### config.mk
export PLATFORM = sky130hd
export DESIGN_NAME = keystroke_injection_detector
export DESIGN_NICKNAME = d
export VERILOG_FILES = /design/src/hdl/kid_pkg.sv /design/src/hdl/kid_ram.sv /design/src/hdl/kid_window.sv /design/src/hdl/kid_pattern.sv /design/src/hdl/keystroke_injection_detector.sv
export SDC_FILE = /design/constraint.sdc
export NUM_CORES = 1
export LEC_CHECK = 0
export ABC_AREA = 1
export BUFFER_PORTS_ARGS = -buffer_cell sky130_fd_sc_hd__buf_2
export CELL_PAD_IN_SITES_DETAIL_PLACEMENT = 0
export CELL_PAD_IN_SITES_GLOBAL_PLACEMENT = 2
export CORE_MARGIN = 5
export CORE_UTILIZATION = 25
export DETAILED_ROUTE_END_ITERATION = 7
export PLACE_DENSITY_LB_ADDON = 0.1
export SKIP_CTS_REPAIR_TIMING = 1
export SLEW_MARGIN = 10
export SYNTH_ARGS = -nofsm -noshare
export SYNTH_HDL_FRONTEND = slang
export SYNTH_HIERARCHICAL = 1
export SYNTH_SLANG_ARGS = --single-unit
### constraint.sdc
create_clock -name i_clk -period 4.8 [get_ports i_clk]
set_input_delay 0.24 -clock i_clk [delete_from_list [all_inputs] [get_ports i_clk]]
set_output_delay 0.24 -clock i_clk [all_outputs]
set_load 0.05 [all_outputs]
### src/hdl/kid_pkg.sv
package kid_pkg;

    // Window geometry
    localparam int WINDOW        = 32;
    localparam int INTERVAL_BITS = 24;
    localparam int PTR_BITS      = $clog2(WINDOW);
    localparam int FILL_BITS     = $clog2(WINDOW + 1);
    localparam int SUM_BITS      = INTERVAL_BITS + $clog2(WINDOW);

    // Field widths
    localparam int KEY_BITS  = 8;
    localparam int PAIR_BITS = 2 * KEY_BITS;
    localparam int HIT_BITS  = 2;

    // Configuration port
    localparam int CFG_IDX_BITS  = 3;
    localparam int CFG_DATA_BITS = 24;

    typedef enum logic [CFG_IDX_BITS-1:0] {
        CFG_SPEED_LIMIT = 3'd0,
        CFG_MONITOR     = 3'd1,
        CFG_PAIR_A      = 3'd2,
        CFG_PAIR_B      = 3'd3,
        CFG_PAIR_C      = 3'd4
    } t_cfg_idx;

    // Register reset values
    localparam logic [INTERVAL_BITS-1:0] SPEED_LIMIT_RST = INTERVAL_BITS'(26000);
    localparam logic [PAIR_BITS-1:0]     PAIR_A_RST      = 16'h5B52;
    localparam logic [PAIR_BITS-1:0]     PAIR_B_RST      = 16'h5B28;
    localparam logic [PAIR_BITS-1:0]     PAIR_C_RST      = 16'hA473;

    // Which pair matched
    typedef enum logic [HIT_BITS-1:0] {
        HIT_PAIR_A = 2'd0,
        HIT_PAIR_B = 2'd1,
        HIT_PAIR_C = 2'd2
    } t_hit;

    typedef struct packed {
        logic [INTERVAL_BITS-1:0] speed_limit;
        logic                     monitor_only;
        logic [PAIR_BITS-1:0]     pair_a;
        logic [PAIR_BITS-1:0]     pair_b;
        logic [PAIR_BITS-1:0]     pair_c;
    } t_cfg;

    // Pipeline control from the top level
    typedef struct packed {
        logic rd;      // key item accepted: read its ring entry
        logic wr_key;  // key item leaves the read stage
        logic clr;     // clear tick leaves the read stage
    } t_ctl;

    typedef struct packed {
        logic                     flag;
        logic                     alert;
        logic [INTERVAL_BITS-1:0] mean;
        logic                     mean_valid;
    } t_speed_res;

    typedef struct packed {
        logic flag;
        logic alert;
        t_hit hit;
    } t_pat_res;

endpackage

### src/hdl/kid_ram.sv
module kid_ram #(
    parameter int WIDTH = 24,
    parameter int DEPTH = 32
) (
    input  logic                     i_clk,
    input  logic                     i_we,
    input  logic [$clog2(DEPTH)-1:0] i_waddr,
    input  logic [WIDTH-1:0]         i_wdata,
    input  logic                     i_re,
    input  logic [$clog2(DEPTH)-1:0] i_raddr,
    output logic [WIDTH-1:0]         o_rdata
);

    logic [WIDTH-1:0] r_mem [DEPTH];
    logic [WIDTH-1:0] r_rdata;

    // One write port, one registered read port
    always_ff @(posedge i_clk) begin
        if (i_we) begin
            r_mem[i_waddr] <= i_wdata;
        end
        if (i_re) begin
            r_rdata <= r_mem[i_raddr];
        end
    end

    assign o_rdata = r_rdata;

endmodule

### src/hdl/kid_window.sv
module kid_window (
    input  logic                              i_clk,
    input  logic                              i_rst_n,
    input  kid_pkg::t_ctl                     i_ctl,
    input  logic [kid_pkg::INTERVAL_BITS-1:0] i_ival,
    input  kid_pkg::t_cfg                     i_cfg,
    output kid_pkg::t_speed_res               o_res
);
    import kid_pkg::*;

    logic [PTR_BITS-1:0]      r_ptr;
    logic [PTR_BITS-1:0]      r_addr;
    logic [FILL_BITS-1:0]     r_fill;
    logic [SUM_BITS-1:0]      r_sum;
    logic                     r_speed;
    logic [INTERVAL_BITS-1:0] rd_data;
    logic [INTERVAL_BITS-1:0] old_ival;
    logic                     full;
    logic [INTERVAL_BITS-1:0] mean;
    logic                     alert;

    // Ring of intervals
    kid_ram #(
        .WIDTH (INTERVAL_BITS),
        .DEPTH (WINDOW)
    ) u_ring (
        .i_clk   (i_clk),
        .i_we    (i_ctl.wr_key),
        .i_waddr (r_addr),
        .i_wdata (i_ival),
        .i_re    (i_ctl.rd),
        .i_raddr (r_ptr),
        .o_rdata (rd_data)
    );

    // Entries past the fill count were never written and are taken as zero
    assign full     = (r_fill == FILL_BITS'(WINDOW));
    assign old_ival = full ? rd_data : '0;
    assign mean     = INTERVAL_BITS'(r_sum / WINDOW);
    assign alert    = i_ctl.wr_key && full && !r_speed && (mean < i_cfg.speed_limit);

    // Read pointer advances as key items enter; address follows the item
    always_ff @(posedge i_clk) begin
        if (!i_rst_n) begin
            r_ptr <= '0;
        end else if (i_ctl.rd) begin
            r_ptr <= (r_ptr == PTR_BITS'(WINDOW - 1)) ? '0 : r_ptr + 1'b1;
        end
    end

    always_ff @(posedge i_clk) begin
        if (i_ctl.rd) begin
            r_addr <= r_ptr;
        end
    end

    // Running sum, fill count and sticky speed flag
    always_ff @(posedge i_clk) begin
        if (!i_rst_n) begin
            r_fill  <= '0;
            r_sum   <= '0;
            r_speed <= 1'b0;
        end else if (i_ctl.clr) begin
            r_speed <= 1'b0;
        end else if (i_ctl.wr_key) begin
            r_sum <= r_sum - SUM_BITS'(old_ival) + SUM_BITS'(i_ival);
            if (!full) begin
                r_fill <= r_fill + 1'b1;
            end
            if (alert) begin
                r_speed <= 1'b1;
            end
        end
    end

    always_comb begin
        o_res.flag       = !i_ctl.clr && (r_speed || alert);
        o_res.alert      = alert;
        o_res.mean       = (i_ctl.wr_key && full) ? mean : '0;
        o_res.mean_valid = i_ctl.wr_key && full;
    end

    a_fill_bound: assert property (@(posedge i_clk) disable iff (!i_rst_n)
        r_fill <= FILL_BITS'(WINDOW))
        else $error("fill count beyond window");

    a_clr_drops: assert property (@(posedge i_clk) disable iff (!i_rst_n)
        i_ctl.clr |=> !r_speed)
        else $error("speed flag survived a clear");

endmodule

### src/hdl/kid_pattern.sv
module kid_pattern (
    input  logic                         i_clk,
    input  logic                         i_rst_n,
    input  kid_pkg::t_ctl                i_ctl,
    input  logic [kid_pkg::KEY_BITS-1:0] i_key,
    input  kid_pkg::t_cfg                i_cfg,
    output kid_pkg::t_pat_res            o_res
);
    import kid_pkg::*;

    logic [KEY_BITS-1:0] r_last;
    logic                r_last_vld;
    logic                r_pattern;
    logic                m_a;
    logic                m_b;
    logic                m_c;
    logic                hit;
    t_hit                hit_code;

    // Compare previous and current key against each pair
    assign m_a = (i_cfg.pair_a == {r_last, i_key});
    assign m_b = (i_cfg.pair_b == {r_last, i_key});
    assign m_c = (i_cfg.pair_c == {r_last, i_key});
    assign hit = i_ctl.wr_key && !i_cfg.monitor_only && r_last_vld && !r_pattern
                 && (m_a || m_b || m_c);

    // Lowest matching pair wins
    always_comb begin
        if (!hit || m_a) begin
            hit_code = HIT_PAIR_A;
        end else if (m_b) begin
            hit_code = HIT_PAIR_B;
        end else begin
            hit_code = HIT_PAIR_C;
        end
    end

    always_ff @(posedge i_clk) begin
        if (!i_rst_n) begin
            r_last     <= '0;
            r_last_vld <= 1'b0;
            r_pattern  <= 1'b0;
        end else if (i_ctl.clr) begin
            r_pattern <= 1'b0;
        end else if (i_ctl.wr_key) begin
            if (i_cfg.monitor_only) begin
                r_last_vld <= 1'b0;
            end else begin
                r_last     <= i_key;
                r_last_vld <= 1'b1;
                if (hit) begin
                    r_pattern <= 1'b1;
                end
            end
        end
    end

    always_comb begin
        o_res.flag  = !i_ctl.clr && (r_pattern || hit);
        o_res.alert = hit;
        o_res.hit   = hit_code;
    end

    a_hit_needs_alert: assert property (@(posedge i_clk) disable iff (!i_rst_n)
        (o_res.hit != HIT_PAIR_A) |-> o_res.alert)
        else $error("pair code without pattern alert");

endmodule

### src/hdl/keystroke_injection_detector.sv
// Keystroke injection detector. Each input item is a key-down (tuser 0) carrying a key
// code and the interval since the previous key, or a clear tick (tuser 1) that drops
// both sticky flags. Every item gives exactly one result item. The block takes one item
// per clock cycle when the output side keeps up; an item waits in the read stage for the
// registered read of the interval ring, and its result is held in the output register.
// The throughput is set by the ring memory, which serves one read and one write per
// cycle. The user must write configuration registers through i_cfg_we, i_cfg_idx and
// i_cfg_data only while no item is in flight; the block itself does not enforce this.
module keystroke_injection_detector (
    input  logic                              i_clk,
    input  logic                              i_rst_n,
    // slave side
    input  logic                              s_axis_tvalid,
    output logic                              s_axis_tready,
    input  logic [31:0]                       s_axis_tdata,  // key_code, interval_us
    input  logic [0:0]                        s_axis_tuser,  // mode
    // master side
    output logic                              m_axis_tvalid,
    input  logic                              m_axis_tready,
    output logic [31:0]                       m_axis_tdata,  // speed_flag, pattern_flag,
                                                             // speed_alert, pattern_alert,
                                                             // pair_hit, mean_us,
                                                             // mean_valid
    // configuration
    input  logic                              i_cfg_we,
    input  logic [kid_pkg::CFG_IDX_BITS-1:0]  i_cfg_idx,
    input  logic [kid_pkg::CFG_DATA_BITS-1:0] i_cfg_data
);
    import kid_pkg::*;

    t_cfg                     r_cfg;
    logic                     r_s1_vld;
    logic                     r_s1_mode;
    logic [KEY_BITS-1:0]      r_s1_key;
    logic [INTERVAL_BITS-1:0] r_s1_ival;
    logic                     r_out_vld;
    logic [31:0]              r_out_data;
    logic                     s_acc;
    logic                     s1_fire;
    t_ctl                     ctl;
    t_speed_res               speed_res;
    t_pat_res                 pat_res;

    // Configuration registers
    always_ff @(posedge i_clk) begin
        if (!i_rst_n) begin
            r_cfg.speed_limit  <= SPEED_LIMIT_RST;
            r_cfg.monitor_only <= 1'b0;
            r_cfg.pair_a       <= PAIR_A_RST;
            r_cfg.pair_b       <= PAIR_B_RST;
            r_cfg.pair_c       <= PAIR_C_RST;
        end else if (i_cfg_we) begin
            case (t_cfg_idx'(i_cfg_idx))
                CFG_SPEED_LIMIT: r_cfg.speed_limit  <= i_cfg_data[INTERVAL_BITS-1:0];
                CFG_MONITOR:     r_cfg.monitor_only <= i_cfg_data[0];
                CFG_PAIR_A:      r_cfg.pair_a       <= i_cfg_data[PAIR_BITS-1:0];
                CFG_PAIR_B:      r_cfg.pair_b       <= i_cfg_data[PAIR_BITS-1:0];
                CFG_PAIR_C:      r_cfg.pair_c       <= i_cfg_data[PAIR_BITS-1:0];
                default: ;
            endcase
        end
    end

    // Handshakes
    assign s1_fire       = r_s1_vld && (!r_out_vld || m_axis_tready);
    assign s_axis_tready = !r_s1_vld || s1_fire;
    assign s_acc         = s_axis_tvalid && s_axis_tready;

    always_comb begin
        ctl.rd     = s_acc && !s_axis_tuser[0];
        ctl.wr_key = s1_fire && !r_s1_mode;
        ctl.clr    = s1_fire && r_s1_mode;
    end

    // Read stage: item waits here while its ring entry is read
    always_ff @(posedge i_clk) begin
        if (!i_rst_n) begin
            r_s1_vld <= 1'b0;
        end else if (s_acc) begin
            r_s1_vld <= 1'b1;
        end else if (s1_fire) begin
            r_s1_vld <= 1'b0;
        end
    end

    always_ff @(posedge i_clk) begin
        if (s_acc) begin
            r_s1_mode <= s_axis_tuser[0];
            r_s1_key  <= s_axis_tdata[KEY_BITS-1:0];
            r_s1_ival <= s_axis_tdata[KEY_BITS +: INTERVAL_BITS];
        end
    end

    kid_window u_window (
        .i_clk   (i_clk),
        .i_rst_n (i_rst_n),
        .i_ctl   (ctl),
        .i_ival  (r_s1_ival),
        .i_cfg   (r_cfg),
        .o_res   (speed_res)
    );

    kid_pattern u_pattern (
        .i_clk   (i_clk),
        .i_rst_n (i_rst_n),
        .i_ctl   (ctl),
        .i_key   (r_s1_key),
        .i_cfg   (r_cfg),
        .o_res   (pat_res)
    );

    // Output register
    always_ff @(posedge i_clk) begin
        if (!i_rst_n) begin
            r_out_vld <= 1'b0;
        end else if (s1_fire) begin
            r_out_vld <= 1'b1;
        end else if (m_axis_tready) begin
            r_out_vld <= 1'b0;
        end
    end

    always_ff @(posedge i_clk) begin
        if (s1_fire) begin
            r_out_data <= {1'b0, speed_res.mean_valid, speed_res.mean, pat_res.hit,
                           pat_res.alert, speed_res.alert, pat_res.flag, speed_res.flag};
        end
    end

    assign m_axis_tvalid = r_out_vld;
    assign m_axis_tdata  = r_out_data;

    a_stage_holds: assert property (@(posedge i_clk) disable iff (!i_rst_n)
        (r_s1_vld && !s1_fire) |=> r_s1_vld)
        else $error("item dropped from read stage");

    a_speed_alert_flag: assert property (@(posedge i_clk) disable iff (!i_rst_n)
        (r_out_vld && r_out_data[2]) |-> r_out_data[0])
        else $error("speed alert without speed flag");

endmodule
== Word-level counts from Yosys, hierarchy flattened ==
Memory sizes are Yosys's and may differ from the RTL's. A register that Yosys moved wholly into a read port is not among the register bits.
Cells that the tools add are included.
Operators by class
  add/sub/neg operators: 4
  magnitude comparators: 1
  equality and inequality tests: 9
  mux-type cells: 10
  bitwise operators: 4
  reduce and logical (&&, ||, !) cells: 44
Operator list (count)
  $eq 16x16->1: 3
  $add 29x24->29: 1
  $sub 29x24->29: 1
  $lt 24x24->1: 1
  $mux 24: 1
  $logic_and 1x1->1: 14
  $reduce_and 2->1: 7
  $logic_not 1->1: 9
  $reduce_and 3->1: 3
  $logic_or 1x1->1: 7
  $mux 1: 7
  $add 6x1->6 const B: 1
  $eq 3x2->1 const B: 2
  $eq 6x6->1 const B: 1
  $add 5x1->5 const B: 1
  $eq 5x5->1 const B: 1
  $mux 5: 1
  $not 1->1: 4
  $reduce_bool 2->1: 2
  $eq 3x1->1 const B: 1
  $eq 3x3->1 const B: 1
  $logic_not 3->1: 1
  $mux 2: 1
  $reduce_or 2->1: 1
Storage, ports and cells
  bits in registers: 195
  RAM bits: 768
  word-level logic and storage cells: 94
  memories: 1
Memories
  u_window.u_ring.r_mem: words 32, width 24, rd ports 1, clocked after Yosys merged registers in 1, write ports 1, RTL line kid_ram.sv:14  | logic [WIDTH-1:0] r_mem [DEPTH];

== Depth between registers and ports, before layout ==
  depth in word-level cells: 10
  mapped depth: 21

== Hierarchy ==
Netlist, hierarchy kept.
Modules (own cells, without submodules)
  kid_ram: instances 1, cells an instance 2665, area each 32000.7 sq um
  kid_window: instances 1, cells an instance 954, area each 5609.1 sq um
  keystroke_injection_detector: instances 1, cells an instance 482, area each 4895.9 sq um
  kid_pattern: instances 1, cells an instance 279, area each 1310.0 sq um

== Worst setup path before layout ==
Ideal clock, no wire load.
  path kind: register to register
  from: register r_out_vld (netlist: m_axis_tvalid)
  to: register u_window.r_ptr[2]
  data arrival time: 3117 ps
  data required time: 4680 ps
  setup slack: 1563 ps
  stages on the path, launching flop included: 7
  period minus slack after synthesis: 3237 ps
  path through: dfxtp_1 -> nand3_1 -> nand2_1 -> nor2_1 -> inv_1 -> nor3_1 -> nor3_1
RTL lines
  start, declared: RTL line keystroke_injection_detector.sv:36  | logic r_out_vld;
  start signal, assigned: RTL line keystroke_injection_detector.sv:115  | r_out_vld <= 1'b0;
  start signal, assigned: RTL line keystroke_injection_detector.sv:117  | r_out_vld <= 1'b1;
  start signal, assigned: RTL line keystroke_injection_detector.sv:119  | r_out_vld <= 1'b0;
  end signal, assigned: RTL line kid_window.sv:47  | r_ptr <= (r_ptr == PTR_BITS'(WINDOW - 1)) ? '0 : r_ptr + 1'b1;
  end, declared: RTL line kid_window.sv:11  | logic [PTR_BITS-1:0] r_ptr;

== Worst setup path in the final report ==
  from: register u_window.r_fill[0]
  to: register u_window.r_sum[26]
Between the ends
  longest elaborated chain between the ends: 4
RTL lines
  start, declared: RTL line kid_window.sv:13  | logic [FILL_BITS-1:0] r_fill;
  start signal, assigned: RTL line kid_window.sv:68  | r_fill <= r_fill + 1'b1;
  $eq 6x6->1: RTL line kid_window.sv:37  | assign full = (r_fill == FILL_BITS'(WINDOW));
  $mux 24: RTL line kid_window.sv:38  | assign old_ival = full ? rd_data : '0;
  $sub 29x24->29: RTL line kid_window.sv:66  | r_sum <= r_sum - SUM_BITS'(old_ival) + SUM_BITS'(i_ival);
  $add 29x24->29: RTL line kid_window.sv:66
  end signal, assigned: RTL line kid_window.sv:66
  end, declared: RTL line kid_window.sv:14  | logic [SUM_BITS-1:0] r_sum;
No other way between the ends.
A chain may end at the register's enable or synchronous reset.

==> results by group <==
Timing
  – Max Slew Vio Count: 0
  – Tightest Pin Transition: 1.06 ns
  – Setup TNS: 0 ns
  – Final worst path period share: 71.5%
  – Worst Clk Skew: 0.0204 ns
  – Finish-stage setup viols: 0
  – Final period demand of the worst path: 3.43 ns
  – Rel. slew slack: 29.4%
  – RSZ-0062 raised after global routing: false
  – Final hold violation count: 0
  – Maximum clock frequency: 292 MHz

Placement
  – DP Area: 47,200 µm²
  – Buffers on Ports: 97
  – Post-Place Cells: 6,705
  – RePlAce Congestion: 0.738
  – Post-detail-place hpwl: 96,200 µm

Synthesis
  – Seq/Total Area, Yosys: 64.8%
  – Largest area contributor in the netlist: edfxtp_1
  – YS warnings: 6
  – Register bit total from synthesis: 987
  – Main combinational cell family by area after synthesis: simple AND/OR/NAND/NOR gates
  – Post-Synth Adder-Cell Area: 2.70%
  – Share of the synthesized area in the top cell type: 59.0%
  – Synth unique cells: 40
  – Asr flop ratio synth: 0%
  – Cell area after synthesis: 43,800 µm²
  – EDFF count, synth: 861
  – Synth Area in XOR/XNOR: 0.400%
  – Most frequent cells after synthesis: nand2_1, edfxtp_1, nand3_1, inv_1, nor2_1
  – Synth Area per Inst: 10.0 µm²
  – Simple-gate portion of the synthesized area: 24.5%
  – Main synth FF type: edfxtp_1
  – Synth Area in Compound Gates: 1.37%
  – Top post-synthesis cells by area: edfxtp_1, nand2_1, nand3_1
  – Most frequent cell after synthesis: nand2_1
  – Synth Instances: 4,380
  – Mapped Nets: 4,525
  – Post-synthesis mux area share: 0%

Setup path
  – Worst Path Arrival: 4.07 ns
  – Critical Path RT: 5.44 ns
  – Crit path max-delay cell type: fa_1
  – Crit path max fanout: 17
  – Critical Path, Cell by Cell: inv_1 -> ha_1 -> nand3_2 -> buf_4 -> nor2_1 -> fa_1 -> inv_1 -> ha_1 -> nand2_1 -> nor2_1 -> nand3_1 -> nand3_1 -> nand2_1 -> nand4_1 -> nand3_1 -> nand2_1 -> inv_1
  – Max incr delay on CP: 0.48 ns
  – Critical path class: register to register
  – WP buf/inv: 4
  – Crit path from: u_window/r_fill[0]$_SDFFE_PN0P_
  – Startpoint types: register
  – R2R Setup Slk: 1.37 ns
  – Endpoint class of the critical path: register
  – RR Startpoint: u_window/r_fill[0]$_SDFFE_PN0P_
  – Delay-heaviest family, CP: simple AND/OR/NAND/NOR gates

GRT
  – Grt ovf: 0
  – Vias in the first global route: 30,300
  – Initial antenna violation count: 6
  – Largest net degree at the start of global routing: 151
  – GRT Total Usage: 16.8%
  – First-pass GRT wire length: 226,000 µm

Die
  – Rows: 153
  – Die Area: 184,000 µm²
  – Core Area: 174,000 µm²
  – Die X: 429 µm
  – # IOs: 99
  – Initial Util: 25.2%
  – DIE HEIGHT: 429 µm

Power and ir drop
  – Power per Cell Area: 394 nW/µm²
  – Final total power: 0.0203 W
  – Static Leak: 20.3 nW
  – VDD IR max: 0.302 mV

Clocking
  – CTS tree: yes
  – Clock Tree Buf Depth: 3
  – Clock-pin slew on the worst setup and hold paths: 0.06 ns
  – Inserted Clock Buffers: 119
  – Worst skew pair latency: 0.74 ns
  – CTS sink count: 987
  – H-tree Lvls: 3
  – CTS root buf: clkbuf_16

Layout
  – Sequential cell area: 28,400 µm²
  – Layout cells sized above 1: 9.44%
  – Multi-input logic area: 12,900 µm²
  – # fillers: 18,200
  – Finished Layout Cells: 6,989
  – Nets: 4,709
  – Post-route cell area: 51,600 µm²
  – Synthesis-to-layout area growth: 17.7%

Route
  – DRC violations left: 0
  – Final WL: 158,000 µm
  – First DRT Iteration DRCs: 1,782
  – WL/cell: 22.6 µm
  – Router iterations before antenna repair: 5
  – Drt via density: 4.36
  – Via count: 30,500
  – Post-route ant nets: 0

Run
  – Max Cap Viol: 0

Min path
  – Worst hold start: i_cfg_idx[2]
  – Hold Path Class: primary input to register

Status
  – Status: completed
[tightest hold or removal path, delay by kind of cell]
kind	cells	cell delay, ns
AND/OR/NAND/NOR	4	0.43
buffers and inverters	1	0.11
[metrics by stage]
step | setup WS [ns] | util (%) | hold slack, ns
floorplan | 1.56 | - | 0.339
global placement | 1.34 | 27.1 | 0.416
detailed placement | 1.32 | 27.1 | 0.419
CTS | 1.31 | 29.3 | -0.411
global route | 1.06 | 29.6 | 0.0813
finish | 1.37 | 29.6 | 0.0770
[flip-flops by register name, indices dropped and copies added (netlist names)]
name,count
r_s1_key,8
u_window/u_ring/o_rdata,24
r_s1_ival,24
r_cfg,73
m_axis_tdata,31
r_s1_vld,1
u_window/r_speed,1
u_window/r_addr,5
u_window/r_sum,29
r_s1_mode,1
u_pattern/r_pattern,1
u_window/r_ptr,5
u_window/r_fill,6
u_pattern/r_last,8
m_axis_tvalid,1
u_pattern/r_last_vld,1
u_window/u_ring/r_mem,768
[power by group]
group	internal [W]	switching (W)
clock	0.00513	0.00374
combinational	0.000535	0.00139
sequential	0.00943	0.0000852
[cells by family (layout without fill, tap and decap cells)]
group,Yosys count,count (layout)
adders and majority gates,80,80
buffers and inverters,596,879
other,1,2
and+or+nand+nor,2579,2579
AOI/OAI and AO/OA,117,117
xor gates and xnor gates,20,20
DFF,987,987
[metal layers]
metal / share of wire [%] / vias to the layer above / global-route usage (%)
met3: 3.1 / 187 / 2.35
met1: 46 / 14900 / 22.2
met4: 2.5 / 0 / 4.15
li1: - / 14900 / -
met2: 49 / 470 / 29.0
met5: 0 / - / 0
[cell usage in the layout, fill, tap and decap left out, types with 36 or more instances in the layout]
cell | Yosys | final
nand2_1 | 1560 | 1560
edfxtp_1 | 861 | 861
nand3_1 | 713 | 713
inv_1 | 373 | 371
nor2_1 | 256 | 222
dfxtp_1 | 126 | 122
clkbuf_16 | 0 | 120
buf_2 | 106 | 96
buf_4 | 16 | 90
a21oi_1 | 73 | 73
dlygate4sd3_1 | 0 | 63
ha_1 | 56 | 56
nor2_4 | 5 | 38
o21ai_0 | 36 | 36
[final cells by class]
| type | instances | share of cell area, % |
|---|---|---|
| timing repair buffer | 261 | 3.93 |
| sequential | 987 | 55.1 |
| clock buffer | 154 | 6.09 |
| clock inverter | 66 | 1.24 |
| multi-input combinational | 2797 | 25.1 |
| inverter | 398 | 2.94 |
| tap | 2325 | 5.64 |
| antenna | 1 | 0.00485 |
[path summary, 6_finish.rpt]
| check | cells after the start | end |
|---|---|---|
| max | 17 | u_window/r_sum[26]$_SDFFE_PN0P_ |
| min | 5 | r_cfg[61]$_SDFFE_PN0P_ |
| max reg2reg | 17 | u_window/r_sum[26]$_SDFFE_PN0P_ |
| min reg2reg | 2 | u_window/r_sum[0]$_SDFFE_PN0P_ |
Note: power is estimated with default switching activity, not from simulation.
